`src/design/ptt_pkg.sv`:
```
`timescale 1ns / 1ps
// ptt_pkg: shared types and constants for the periodic task timer table
// no dependencies; used by the interfaces, the table memory and the top level

package ptt_pkg;

  localparam int unsigned ID_W     = 16;
  localparam int unsigned TIME_W   = 48;
  localparam int unsigned PERIOD_W = 32;
  localparam int unsigned REQ_W    = 2;

  // request codes
  typedef enum logic [REQ_W-1:0] {
    REQ_ADD    = 2'd0,
    REQ_REMOVE = 2'd1,
    REQ_CLEAR  = 2'd2,
    REQ_TICK   = 2'd3
  } req_e;

  // one table entry as held in the memory
  typedef struct packed {
    logic [ID_W-1:0]     id;
    logic [TIME_W-1:0]   start;
    logic [PERIOD_W-1:0] period;
  } entry_t;

  // one response beat
  typedef struct packed {
    logic            fired;
    logic [ID_W-1:0] fired_task_id;
    logic            status;
  } rsp_t;

endpackage

```
`src/design/ptt_req_if.sv`:
```
`timescale 1ns / 1ps
// ptt_req_if: request channel (valid/ready plus request payload)
// depends on ptt_pkg for field widths

interface ptt_req_if;
  logic                          valid;
  logic                          ready;
  logic [ptt_pkg::REQ_W-1:0]     req_type;
  logic [ptt_pkg::ID_W-1:0]      task_id_in;
  logic [ptt_pkg::TIME_W-1:0]    new_start_time;
  logic [ptt_pkg::PERIOD_W-1:0]  new_period;
  logic [ptt_pkg::TIME_W-1:0]    now_time;

  modport source (output valid, req_type, task_id_in, new_start_time, new_period, now_time,
                  input ready);
  modport sink   (input valid, req_type, task_id_in, new_start_time, new_period, now_time,
                  output ready);
endinterface

```
`src/design/ptt_rsp_if.sv`:
```
`timescale 1ns / 1ps
// ptt_rsp_if: response channel (valid/ready plus response payload)
// depends on ptt_pkg for field widths

interface ptt_rsp_if;
  logic                     valid;
  logic                     ready;
  logic                     fired;
  logic [ptt_pkg::ID_W-1:0] fired_task_id;
  logic                     status;

  modport source (output valid, fired, fired_task_id, status, input ready);
  modport sink   (input valid, fired, fired_task_id, status, output ready);
endinterface

```
`src/design/ptt_table_mem.sv`:
```
`timescale 1ns / 1ps
// ptt_table_mem: task table storage, one write and one registered read a cycle
// depends on ptt_pkg for the entry type

module ptt_table_mem #(
  parameter int unsigned DEPTH = 16
) (
  input  logic                     clk_i,
  input  logic                     we_i,
  input  logic [$clog2(DEPTH)-1:0] waddr_i,
  input  ptt_pkg::entry_t          wdata_i,
  input  logic                     re_i,
  input  logic [$clog2(DEPTH)-1:0] raddr_i,
  output ptt_pkg::entry_t          rdata_o
);
  import ptt_pkg::*;

  entry_t mem_q [DEPTH];
  entry_t rdata_q;

  // write port
  always_ff @(posedge clk_i) begin
    if (we_i) begin
      mem_q[waddr_i] <= wdata_i;
    end
  end

  // registered read port
  always_ff @(posedge clk_i) begin
    if (re_i) begin
      rdata_q <= mem_q[raddr_i];
    end
  end

  assign rdata_o = rdata_q;

endmodule

```
`src/design/periodic_task_timer_table.sv`:
```
`timescale 1ns / 1ps
// periodic_task_timer_table: top level, sequencer around one table memory
// depends on ptt_pkg, ptt_req_if, ptt_rsp_if and ptt_table_mem
//
// Usage
//   req_i carries one request a beat: add a task, remove the first task with an
//   id, clear the table, or a time tick with the current time. rsp_o returns
//   exactly one beat per request: fired/fired_task_id on a tick that dispatched
//   the earliest due task, status set when an add met a full table.
//   The scan reads the table memory one entry a cycle through its single
//   registered read port, so a remove or a tick on a non-empty table waits
//   for a pass over all held entries; a tick then goes through S_FIRE for
//   the saturating start time update. Add, clear, and a remove or tick on an
//   empty table are answered straight from idle. A new request is taken once
//   the sequencer is idle and the response register is free or being drained
//   in that cycle. A stalled receiver holds the response register and so
//   stops new requests. Reset empties the table and the response register;
//   table contents are not cleared, only the entry count.

module periodic_task_timer_table #(
  parameter int unsigned TABLE_DEPTH = 16
) (
  input  logic       clk_i,
  input  logic       rst_ni,
  ptt_req_if.sink    req_i,
  ptt_rsp_if.source  rsp_o
);
  import ptt_pkg::*;

  localparam int unsigned IDX_W = $clog2(TABLE_DEPTH);
  localparam int unsigned CNT_W = $clog2(TABLE_DEPTH + 1);

  typedef enum logic [3:0] {
    S_IDLE   = 4'b0001,
    S_TICK   = 4'b0010,
    S_FIRE   = 4'b0100,
    S_REMOVE = 4'b1000
  } state_e;

  state_e              state_q, state_d;
  logic [CNT_W-1:0]    count_q, count_d;
  logic [IDX_W-1:0]    rd_ptr_q, rd_ptr_d;
  logic                issue_q, issue_d;
  logic                rvalid_q;
  logic [IDX_W-1:0]    ridx_q;
  logic                found_q, found_d;
  entry_t              best_q, best_d;
  logic [IDX_W-1:0]    best_idx_q, best_idx_d;
  logic [ID_W-1:0]     id_q, id_d;
  logic [TIME_W-1:0]   now_q, now_d;
  logic                out_valid_q, out_valid_d;
  rsp_t                out_q, out_d;

  logic                mem_we;
  logic [IDX_W-1:0]    mem_waddr;
  entry_t              mem_wdata;
  logic                mem_re;
  entry_t              mem_rdata;

  logic                req_ready;
  logic                scanning;
  logic                last_read;
  logic                last_data;
  logic [TIME_W:0]     next_sum;
  logic [TIME_W-1:0]   next_start;

  ptt_table_mem #(
    .DEPTH (TABLE_DEPTH)
  ) u_mem (
    .clk_i   (clk_i),
    .we_i    (mem_we),
    .waddr_i (mem_waddr),
    .wdata_i (mem_wdata),
    .re_i    (mem_re),
    .raddr_i (rd_ptr_q),
    .rdata_o (mem_rdata)
  );

  // scan bookkeeping
  assign scanning  = (state_q == S_TICK) || (state_q == S_REMOVE);
  assign last_read = (CNT_W'(rd_ptr_q) + CNT_W'(1)) == count_q;
  assign last_data = (CNT_W'(ridx_q) + CNT_W'(1)) == count_q;

  // saturating advance of the selected start time
  assign next_sum   = {1'b0, best_q.start} + (TIME_W + 1)'(best_q.period);
  assign next_start = next_sum[TIME_W] ? {TIME_W{1'b1}} : next_sum[TIME_W-1:0];

  assign req_ready = (state_q == S_IDLE) && (!out_valid_q || rsp_o.ready);

  // sequencer
  always_comb begin
    state_d     = state_q;
    count_d     = count_q;
    rd_ptr_d    = rd_ptr_q;
    issue_d     = issue_q;
    found_d     = found_q;
    best_d      = best_q;
    best_idx_d  = best_idx_q;
    id_d        = id_q;
    now_d       = now_q;
    out_valid_d = out_valid_q && !rsp_o.ready;
    out_d       = out_q;
    mem_we      = 1'b0;
    mem_waddr   = '0;
    mem_wdata   = '0;
    mem_re      = 1'b0;

    // read issue, one entry a cycle
    if (scanning && issue_q) begin
      mem_re = 1'b1;
      if (last_read) begin
        issue_d = 1'b0;
      end else begin
        rd_ptr_d = rd_ptr_q + IDX_W'(1);
      end
    end

    unique case (state_q)
      S_IDLE: begin
        if (req_ready && req_i.valid) begin
          id_d     = req_i.task_id_in;
          now_d    = req_i.now_time;
          rd_ptr_d = '0;
          issue_d  = 1'b1;
          found_d  = 1'b0;
          out_d    = '0;
          unique case (req_e'(req_i.req_type))
            REQ_ADD: begin
              out_valid_d = 1'b1;
              if (count_q == CNT_W'(TABLE_DEPTH)) begin
                out_d.status = 1'b1;
              end else begin
                mem_we    = 1'b1;
                mem_waddr = count_q[IDX_W-1:0];
                mem_wdata = '{id: req_i.task_id_in, start: req_i.new_start_time,
                              period: req_i.new_period};
                count_d   = count_q + CNT_W'(1);
              end
            end
            REQ_CLEAR: begin
              out_valid_d = 1'b1;
              count_d     = '0;
            end
            REQ_REMOVE: begin
              if (count_q == '0) out_valid_d = 1'b1;
              else               state_d     = S_REMOVE;
            end
            REQ_TICK: begin
              if (count_q == '0) out_valid_d = 1'b1;
              else               state_d     = S_TICK;
            end
            default: ;
          endcase
        end
      end

      // track the earliest start, first entry wins ties
      S_TICK: begin
        if (rvalid_q) begin
          if ((ridx_q == '0) || (mem_rdata.start < best_q.start)) begin
            best_d     = mem_rdata;
            best_idx_d = ridx_q;
          end
          if (last_data) state_d = S_FIRE;
        end
      end

      // dispatch when due and write back the advanced start
      S_FIRE: begin
        out_valid_d = 1'b1;
        out_d       = '0;
        if (best_q.start <= now_q) begin
          mem_we              = 1'b1;
          mem_waddr           = best_idx_q;
          mem_wdata           = best_q;
          mem_wdata.start     = next_start;
          out_d.fired         = 1'b1;
          out_d.fired_task_id = best_q.id;
        end
        state_d = S_IDLE;
      end

      // find the first match, then close up the later entries
      S_REMOVE: begin
        if (rvalid_q) begin
          if (found_q) begin
            mem_we    = 1'b1;
            mem_waddr = ridx_q - IDX_W'(1);
            mem_wdata = mem_rdata;
          end else if (mem_rdata.id == id_q) begin
            found_d = 1'b1;
          end
          if (last_data) begin
            if (found_q || (mem_rdata.id == id_q)) count_d = count_q - CNT_W'(1);
            out_valid_d = 1'b1;
            out_d       = '0;
            state_d     = S_IDLE;
          end
        end
      end

      default: state_d = S_IDLE;
    endcase
  end

  // control registers
  always_ff @(posedge clk_i or negedge rst_ni) begin
    if (!rst_ni) begin
      state_q     <= S_IDLE;
      count_q     <= '0;
      issue_q     <= 1'b0;
      rvalid_q    <= 1'b0;
      found_q     <= 1'b0;
      out_valid_q <= 1'b0;
    end else begin
      state_q     <= state_d;
      count_q     <= count_d;
      issue_q     <= issue_d;
      rvalid_q    <= mem_re;
      found_q     <= found_d;
      out_valid_q <= out_valid_d;
    end
  end

  // payload registers
  always_ff @(posedge clk_i) begin
    rd_ptr_q   <= rd_ptr_d;
    ridx_q     <= rd_ptr_q;
    best_q     <= best_d;
    best_idx_q <= best_idx_d;
    id_q       <= id_d;
    now_q      <= now_d;
    out_q      <= out_d;
  end

  assign req_i.ready         = req_ready;
  assign rsp_o.valid         = out_valid_q;
  assign rsp_o.fired         = out_q.fired;
  assign rsp_o.fired_task_id = out_q.fired_task_id;
  assign rsp_o.status        = out_q.status;

endmodule

```
`src/flat_wrapper.sv`:
```
// flat-port wrapper written by rule: the top's interface ports become plain ports
module periodic_task_timer_table_flat import ptt_pkg::*;
#(
  parameter int unsigned TABLE_DEPTH = 16
)
  (clk_i, rst_ni, req_i_valid, req_i_req_type, req_i_task_id_in, req_i_new_start_time, req_i_new_period, req_i_now_time, req_i_ready, rsp_o_valid, rsp_o_fired, rsp_o_fired_task_id, rsp_o_status, rsp_o_ready);
  ptt_req_if req_i_i ();
  ptt_rsp_if rsp_o_i ();
  input  logic clk_i;
  input  logic rst_ni;
  input wire logic [$bits(req_i_i.valid)-1:0] req_i_valid;
  input wire logic [$bits(req_i_i.req_type)-1:0] req_i_req_type;
  input wire logic [$bits(req_i_i.task_id_in)-1:0] req_i_task_id_in;
  input wire logic [$bits(req_i_i.new_start_time)-1:0] req_i_new_start_time;
  input wire logic [$bits(req_i_i.new_period)-1:0] req_i_new_period;
  input wire logic [$bits(req_i_i.now_time)-1:0] req_i_now_time;
  output wire logic [$bits(req_i_i.ready)-1:0] req_i_ready;
  output wire logic [$bits(rsp_o_i.valid)-1:0] rsp_o_valid;
  output wire logic [$bits(rsp_o_i.fired)-1:0] rsp_o_fired;
  output wire logic [$bits(rsp_o_i.fired_task_id)-1:0] rsp_o_fired_task_id;
  output wire logic [$bits(rsp_o_i.status)-1:0] rsp_o_status;
  input wire logic [$bits(rsp_o_i.ready)-1:0] rsp_o_ready;
  assign req_i_i.valid = req_i_valid;
  assign req_i_i.req_type = req_i_req_type;
  assign req_i_i.task_id_in = req_i_task_id_in;
  assign req_i_i.new_start_time = req_i_new_start_time;
  assign req_i_i.new_period = req_i_new_period;
  assign req_i_i.now_time = req_i_now_time;
  assign req_i_ready = req_i_i.ready;
  assign rsp_o_valid = rsp_o_i.valid;
  assign rsp_o_fired = rsp_o_i.fired;
  assign rsp_o_fired_task_id = rsp_o_i.fired_task_id;
  assign rsp_o_status = rsp_o_i.status;
  assign rsp_o_i.ready = rsp_o_ready;
  periodic_task_timer_table #(.TABLE_DEPTH(TABLE_DEPTH)) u_core (.clk_i(clk_i), .rst_ni(rst_ni), .req_i(req_i_i), .rsp_o(rsp_o_i));
endmodule
```
`config.mk`:
```
export PLATFORM = sky130hd
export DESIGN_NAME = periodic_task_timer_table_flat
export DESIGN_NICKNAME = d
export VERILOG_FILES = /design/src/design/ptt_pkg.sv /design/src/design/ptt_req_if.sv /design/src/design/ptt_rsp_if.sv /design/src/design/ptt_table_mem.sv /design/src/design/periodic_task_timer_table.sv /design/src/flat_wrapper.sv
export SDC_FILE = /design/constraint.sdc
export NUM_CORES = 2
export LEC_CHECK = 0
export ABC_AREA = 1
export BUFFER_PORTS_ARGS = -buffer_cell sky130_fd_sc_hd__buf_2
export CORE_ASPECT_RATIO = 1.5
export CORE_MARGIN = 4
export CORE_UTILIZATION = 60
export CTS_BUF_LIST = sky130_fd_sc_hd__clkbuf_8
export DETAILED_ROUTE_END_ITERATION = 16
export GPL_TIMING_DRIVEN = 0
export HOLD_SLACK_MARGIN = 0.06
export PLACE_DENSITY_LB_ADDON = 0.12
export SETUP_SLACK_MARGIN = 0.2
export SLEW_MARGIN = 0
export SYNTH_ARGS = -nofsm -noshare
export SYNTH_HDL_FRONTEND = slang
export SYNTH_SLANG_ARGS = --single-unit
```
`constraint.sdc`:
```
create_clock -name clk_i -period 23 [get_ports clk_i]
set_input_delay 2.3 -clock clk_i [delete_from_list [all_inputs] [get_ports clk_i]]
set_output_delay 2.3 -clock clk_i [all_outputs]
set_load 0.02 [all_outputs]
```
-- Yosys cells after proc, flatten, opt, wreduce, memory -nomap -nowiden
Memories as Yosys holds them, arrays and structs flattened. A register that Yosys moved wholly into a read port is not among the register bits.
Index checks and enable logic that the tools add are counted.
- register bits after elaboration: 203
- memory bits (writable): 1536
- input bits: 150
- output and inout bits: 20
- logic and storage cells: 139
- memories kept: 1
- add/sub/neg operators: 7
- order comparisons: 2
- eq/ne operators: 22
- mux-type cells: 67
- reductions and logical operators: 23
- memory list (memory ; words ; bits a word ; read ports ; clocked after Yosys merged registers in ; write ports ; line ; text):
    u_core.u_mem.mem_q ; 16 ; 96 ; 1 ; 1 ; 1 ; ptt_table_mem.sv:18 ; entry_t mem_q [DEPTH];
- operators by type and width (operator ; number):
    two-way mux 96 bit ; 6
    one-hot mux 96 bit (3 select lines) ; 1
    two-way mux 4 bit ; 17
    two-way mux 18 bit ; 3
    one-hot mux 18 bit (3 select lines) ; 1
    adder 48 x 32 -> 49 bit ; 1
    <= comparator 48 bit ; 1
    less-than comparator 48 bit ; 1
    two-way mux 48 bit ; 1
    two-way mux 5 bit ; 5
    one-hot mux 4 bit (3 select lines) ; 2
    two-way mux 1 bit ; 23
    one-hot mux 5 bit (2 select lines) ; 2
    two-way mux 17 bit ; 1
    equality test 16 bit ; 1
    inequality test 3 bit (second input constant) ; 5
    adder 4 x 1 -> 5 bit (second input constant) ; 2
    equality test 5 bit ; 2
    inequality test 2 x 1 -> 1 bit (second input constant) ; 4
    one-hot mux 4 bit (2 select lines) ; 1
    AND reduction 8 bit ; 1
    AND reduction 7 bit ; 1
    one-hot mux 1 bit (3 select lines) ; 2
    AND reduction 3 bit ; 2
    24 further kinds ; 35

-- Depth between registers and ports, before layout
- depth after elaboration: 8
- mapped depth: 19
- gate-level depth less buffers: 19

-- Cells and area by module
Synthesis repeated with hierarchy kept, for this count alone.
- cells, all modules: 8255
- area total of the unflattened synthesis: 83510.1 um^2
- by module, submodules not included (module ; instances ; cells an instance ; area an instance (um^2)):
    ptt_table_mem ; 1 ; 6302 ; 68598.3
    periodic_task_timer_table ; 1 ; 1953 ; 14911.8

-- Worst setup path before layout
Ideal clock, no wire load.
- path type: input port to flip-flop
- start: input port rsp_o_ready
- end: memory u_core.u_mem.mem_q[13][0] (netlist bit), enable pin
- library setup time: 0.551 ns
- arrival: 8.640 ns
- data required time: 22.449 ns
- path slack: 13.808 ns
- stages on the path: 8
- cell sequence: nor2_1 > nor2_2 > nand2_2 > inv_1 > a32oi_1 > nand2_1 > nand2_1 > nor2_1
- word-level cells in the longest chain between the ends: 7
- elaborated cells on any way between the ends: 9
- RTL lines (item ; line ; text):
    start, declared ; flat_wrapper.sv:22 ; input wire logic [$bits(rsp_o_i.ready)-1:0] rsp_o_ready;
    logical OR 1 bit * ; periodic_task_timer_table.sv:88 ; assign req_ready = (state_q == S_IDLE) && (!out_valid_q || rsp_o.ready);
    logical AND 1 bit * ; periodic_task_timer_table.sv:88 ;
    via req_i_ready ; flat_wrapper.sv:17 ; output wire logic [$bits(req_i_i.ready)-1:0] req_i_ready;
    logical AND 1 bit * ; periodic_task_timer_table.sv:120 ; if (req_ready && req_i.valid) begin
    two-way mux 1 bit ; periodic_task_timer_table.sv:120 ;
    one-hot mux 1 bit (3 select lines) ; periodic_task_timer_table.sv:118 ; unique case (state_q)
    two-way mux 1 bit ; ptt_table_mem.sv:23 ; if (we_i) begin
    two-way mux 1 bit (not written as such) ; ptt_table_mem.sv:24 ; mem_q[waddr_i] <= wdata_i;
    end, declared ; ptt_table_mem.sv:18 ;
The timed path passes the listed nets; every way through them passes the cells marked *.

-- Worst setup path after layout
- start: input port rsp_o_ready
- end: output port req_i_ready
- word-level cells in the longest chain between the ends: 2
- RTL lines (item ; line):
    logical OR 1 bit ; periodic_task_timer_table.sv:88
    logical AND 1 bit ; periodic_task_timer_table.sv:88
    end, declared ; flat_wrapper.sv:17
Every way passes these cells.

==> results.yml <==
timing:
  tightestPinTransition_ns: 1.50
  setup_ws_ns: 17.74
  fin_skew_ns: 0.0984
  period_minus_slack_ns: 5.26
  slew_violations: 0
  max_freq_mhz: 190
  period_share_pct: 22.9
  final-setup-viol-count: 0
  hold_viol: 0
  relSlewSlack_pct: 0.0147
  tns_ns: 0
  grt_setup_unrepaired: "no"
die:
  initial_core_util_pct: 60.5
  die_w_um: 298
  coreArea_um2: 125000
  io_pins: 170
  fp-row-count: 159
  fp.dieH_um: 444
  fp.dieArea_um2: 132000
worst_setup_path:
  regToRegEndpoint: "u_core.u_mem.mem_q[5][42]$_DFFE_PP_"
  critPathLaunchType: "primary input"
  worstPathArrival_ns: 2.96
  worst_setup_path_end_kind: "primary output"
  timing.reg2reg.setup_slack_ns: 18.13
  cp_max_fo: 2
  r2r-start: "u_core.best_q[47]$_DFFE_PP_"
  cp.required_ns: 20.70
  reg2reg_depth: 14
  critical_path_class: "primary input to primary output"
cts:
  clock_latency_ns: 1.07
  cts.sinks: 1835
  cts_buffers: 284
  cts_setup_buffers: 0
  ctsResizeCount: 0
  postCtsHoldBufs: 0
  root_buffer: "clkbuf_8"
  cts_tree: "built"
  path_clk_slew_ns: 0.07
  ctsHtreeMaxLevel: 5
  cts_buffer_depth: 4
yosys:
  ys_seq_elements: 1835
  netlist_area_um2: 75900
  synth_area_leader_cell: "edfxtp_1"
  yosysUniqueCellTypes: 49
  avgSynthCellArea_um2: 12.8
  yosysTopAreaCellShare_pct: 71.8
  ys_top_cells_by_area: "edfxtp_1 72%, o21ai_0 5.7%, nor2_1 4.7%"
  synth-warning-count: 0
  synthesis.nets: 6197
  syn_inst: 5913
  ys_seq_area_share_pct: 72.4
global_route:
  track_usage_pct: 42.6
  grt_max_degree: 64
  grt_pass1_vias: 54455
  grt_pass1_wl_mm: 394
  grt_overflow: 0
  grt_antenna_before_repair: 18
placement:
  dpl_cell_area_um2: 80700
  pre_cts_ws_ns: 17.09
  io_buffers: 169
  dp_hpwl_mm: 195
  gp_congestion: 0.987
  dp.cells: 7781
layout:
  layout_common_cells: "1814 x edfxtp_1, 924 x nor2_1, 860 x o21ai_0, 529 x nand2_1, 313 x o221ai_1"
  stdcell_area_um2: 85700
  area_growth_pct: 12.9
  drive_gt1_share_pct: 10.6
  final_util_pct: 68.3
  final_common_cell: "edfxtp_1"
  layoutNonFillerInstCount: 8273
  nets: 6743
routing:
  via_count: 56511
  wl_per_cell_um: 34.5
  drtPass1Iterations: 8
  routed_wl_mm: 285
  vias_per_cell: 6.83
  drt_iter0_drc: 9255
  post-route-drc-count: 0
  antenna_left: 0
min_path:
  min_from: "u_core.rd_ptr_q[3]$_DFF_P_"
  hp-class: "flop to flop"
  worstHoldEndpoint: "u_core.ridx_q[3]$_DFF_P_"
  hold_depth: 0
run:
  drv_cap: 2
power:
  cellLeakagePower_uw: 0.0298
  cellPowerDensity_nw_per_um2: 111
  peakVddDrop_uv: 84.6
status:
  status: "finished, violations left"
  violations: "capacitance limit"
==> state kept, by name, indices dropped and copies added, names as in the netlist, 4 cells and up <==
register / flops
u_core.count_q: 5
u_core.id_q: 16
u_core.best_idx_q: 4
u_core.rd_ptr_q: 4
u_core.u_mem.rdata_o: 96
u_core.state_q: 4
u_core.u_mem.mem_q: 1536
u_core.best_q: 96
u_core.now_q: 48
u_core.ridx_q: 4
u_core.rsp_o.fired_task_id: 16
==> stage by stage <==
stage                     power, uW  hold slack, ns
after floorplan                5560           0.329
after CTS                      9350           0.364
after global routing           9740           0.379
after detailed placement       6940           0.355
after global placement         6870           0.364
final                          9480           0.365
==> layer usage <==
layer  vias up  share of wire (%)  global-route usage (%)
met2      4793                 45                    65.2
li1      23242                  -                       -
met4        10                8.0                    30.1
met5         -              0.026                       0
met1     27486                 33                    52.4
met3       980                 13                    12.5
==> synthesized netlist by cell type (all sizes together) <==
cell type  instances
edfxtp          1814
nor2             942
o21ai            877
nand2            532
o221ai           313
clkbuf           294
inv              231
nand3            231
ha               133
a21oi             98
o211ai            79
o22ai             73
a22oi             62
buf               62
xor2              33
nand4             22
nor3              19
xnor2             13
dfrtp             12
a21o              10
dfxtp              8
nor4               8
a31oi              7
o21a               7
o21bai             6
or2                6
a21boi             5
a32oi              3
and2               3
nor4b              2
o2111ai            2
clkinv             1
dfstp              1
fa                 1
nand3b             1
nor3b              1
o32a               1
==> critical path, cell delays in order <==
cell	delay [ns]
buf_2	0.10
nor2_1	0.27
nor2_2	0.11
buf_2	0.18
==> logic make-up (layout without fill, tap and decap cells) <==
| logic type | count (synthesis) | count (layout) | share of synthesized area (%) |
|---|---|---|---|
| buf+inv | 588 | 1310 | 3.00 |
| other cells | 0 | 28 | 0 |
| fa+ha+maj | 134 | 134 | 2.22 |
| compound gates | 1543 | 1543 | 12.4 |
| xor+xnor | 46 | 46 | 0.531 |
| simple gates | 1767 | 1767 | 9.38 |
| flops | 1835 | 1835 | 72.4 |
==> cell type report <==
class / instances / area, um2
Clock buffer: 289 / 3980
Tap cell: 1610 / 2010
Fill cell: 8919 / 39700
Clock inverter: 173 / 852
Multi-Input combinational cell: 3490 / 18800
Timing Repair Buffer: 260 / 2680
Buffer: 356 / 1440
Antenna cell: 28 / 70.1
Inverter: 232 / 878
Sequential cell: 1835 / 55000
==> where the power goes <==
part | switching [uW] | total, uW | internal [uW]
clock | 1250 | 2470 | 1220
combinational | 2270 | 2960 | 683
sequential | 106 | 4050 | 3950
==> worst max path at each step <==
stage | endpoint | slack, ns | startpoint
6_report | req_i_ready | 17.74 | rsp_o_ready
3_3_place_gp | u_core.u_mem.mem_q[8][39]$_DFFE_PP_ | 6.85 | rsp_o_ready
2_1_floorplan | u_core.u_mem.mem_q[13][0]$_DFFE_PP_ | 13.81 | rsp_o_ready
5_1_grt | req_i_ready | 17.72 | rsp_o_ready
3_5_place_dp | u_core.u_mem.mem_q[5][27]$_DFFE_PP_ | 17.09 | rsp_o_ready
4_1_cts | req_i_ready | 17.73 | rsp_o_ready
No activity file was read; power rests on OpenSTA's default activity.
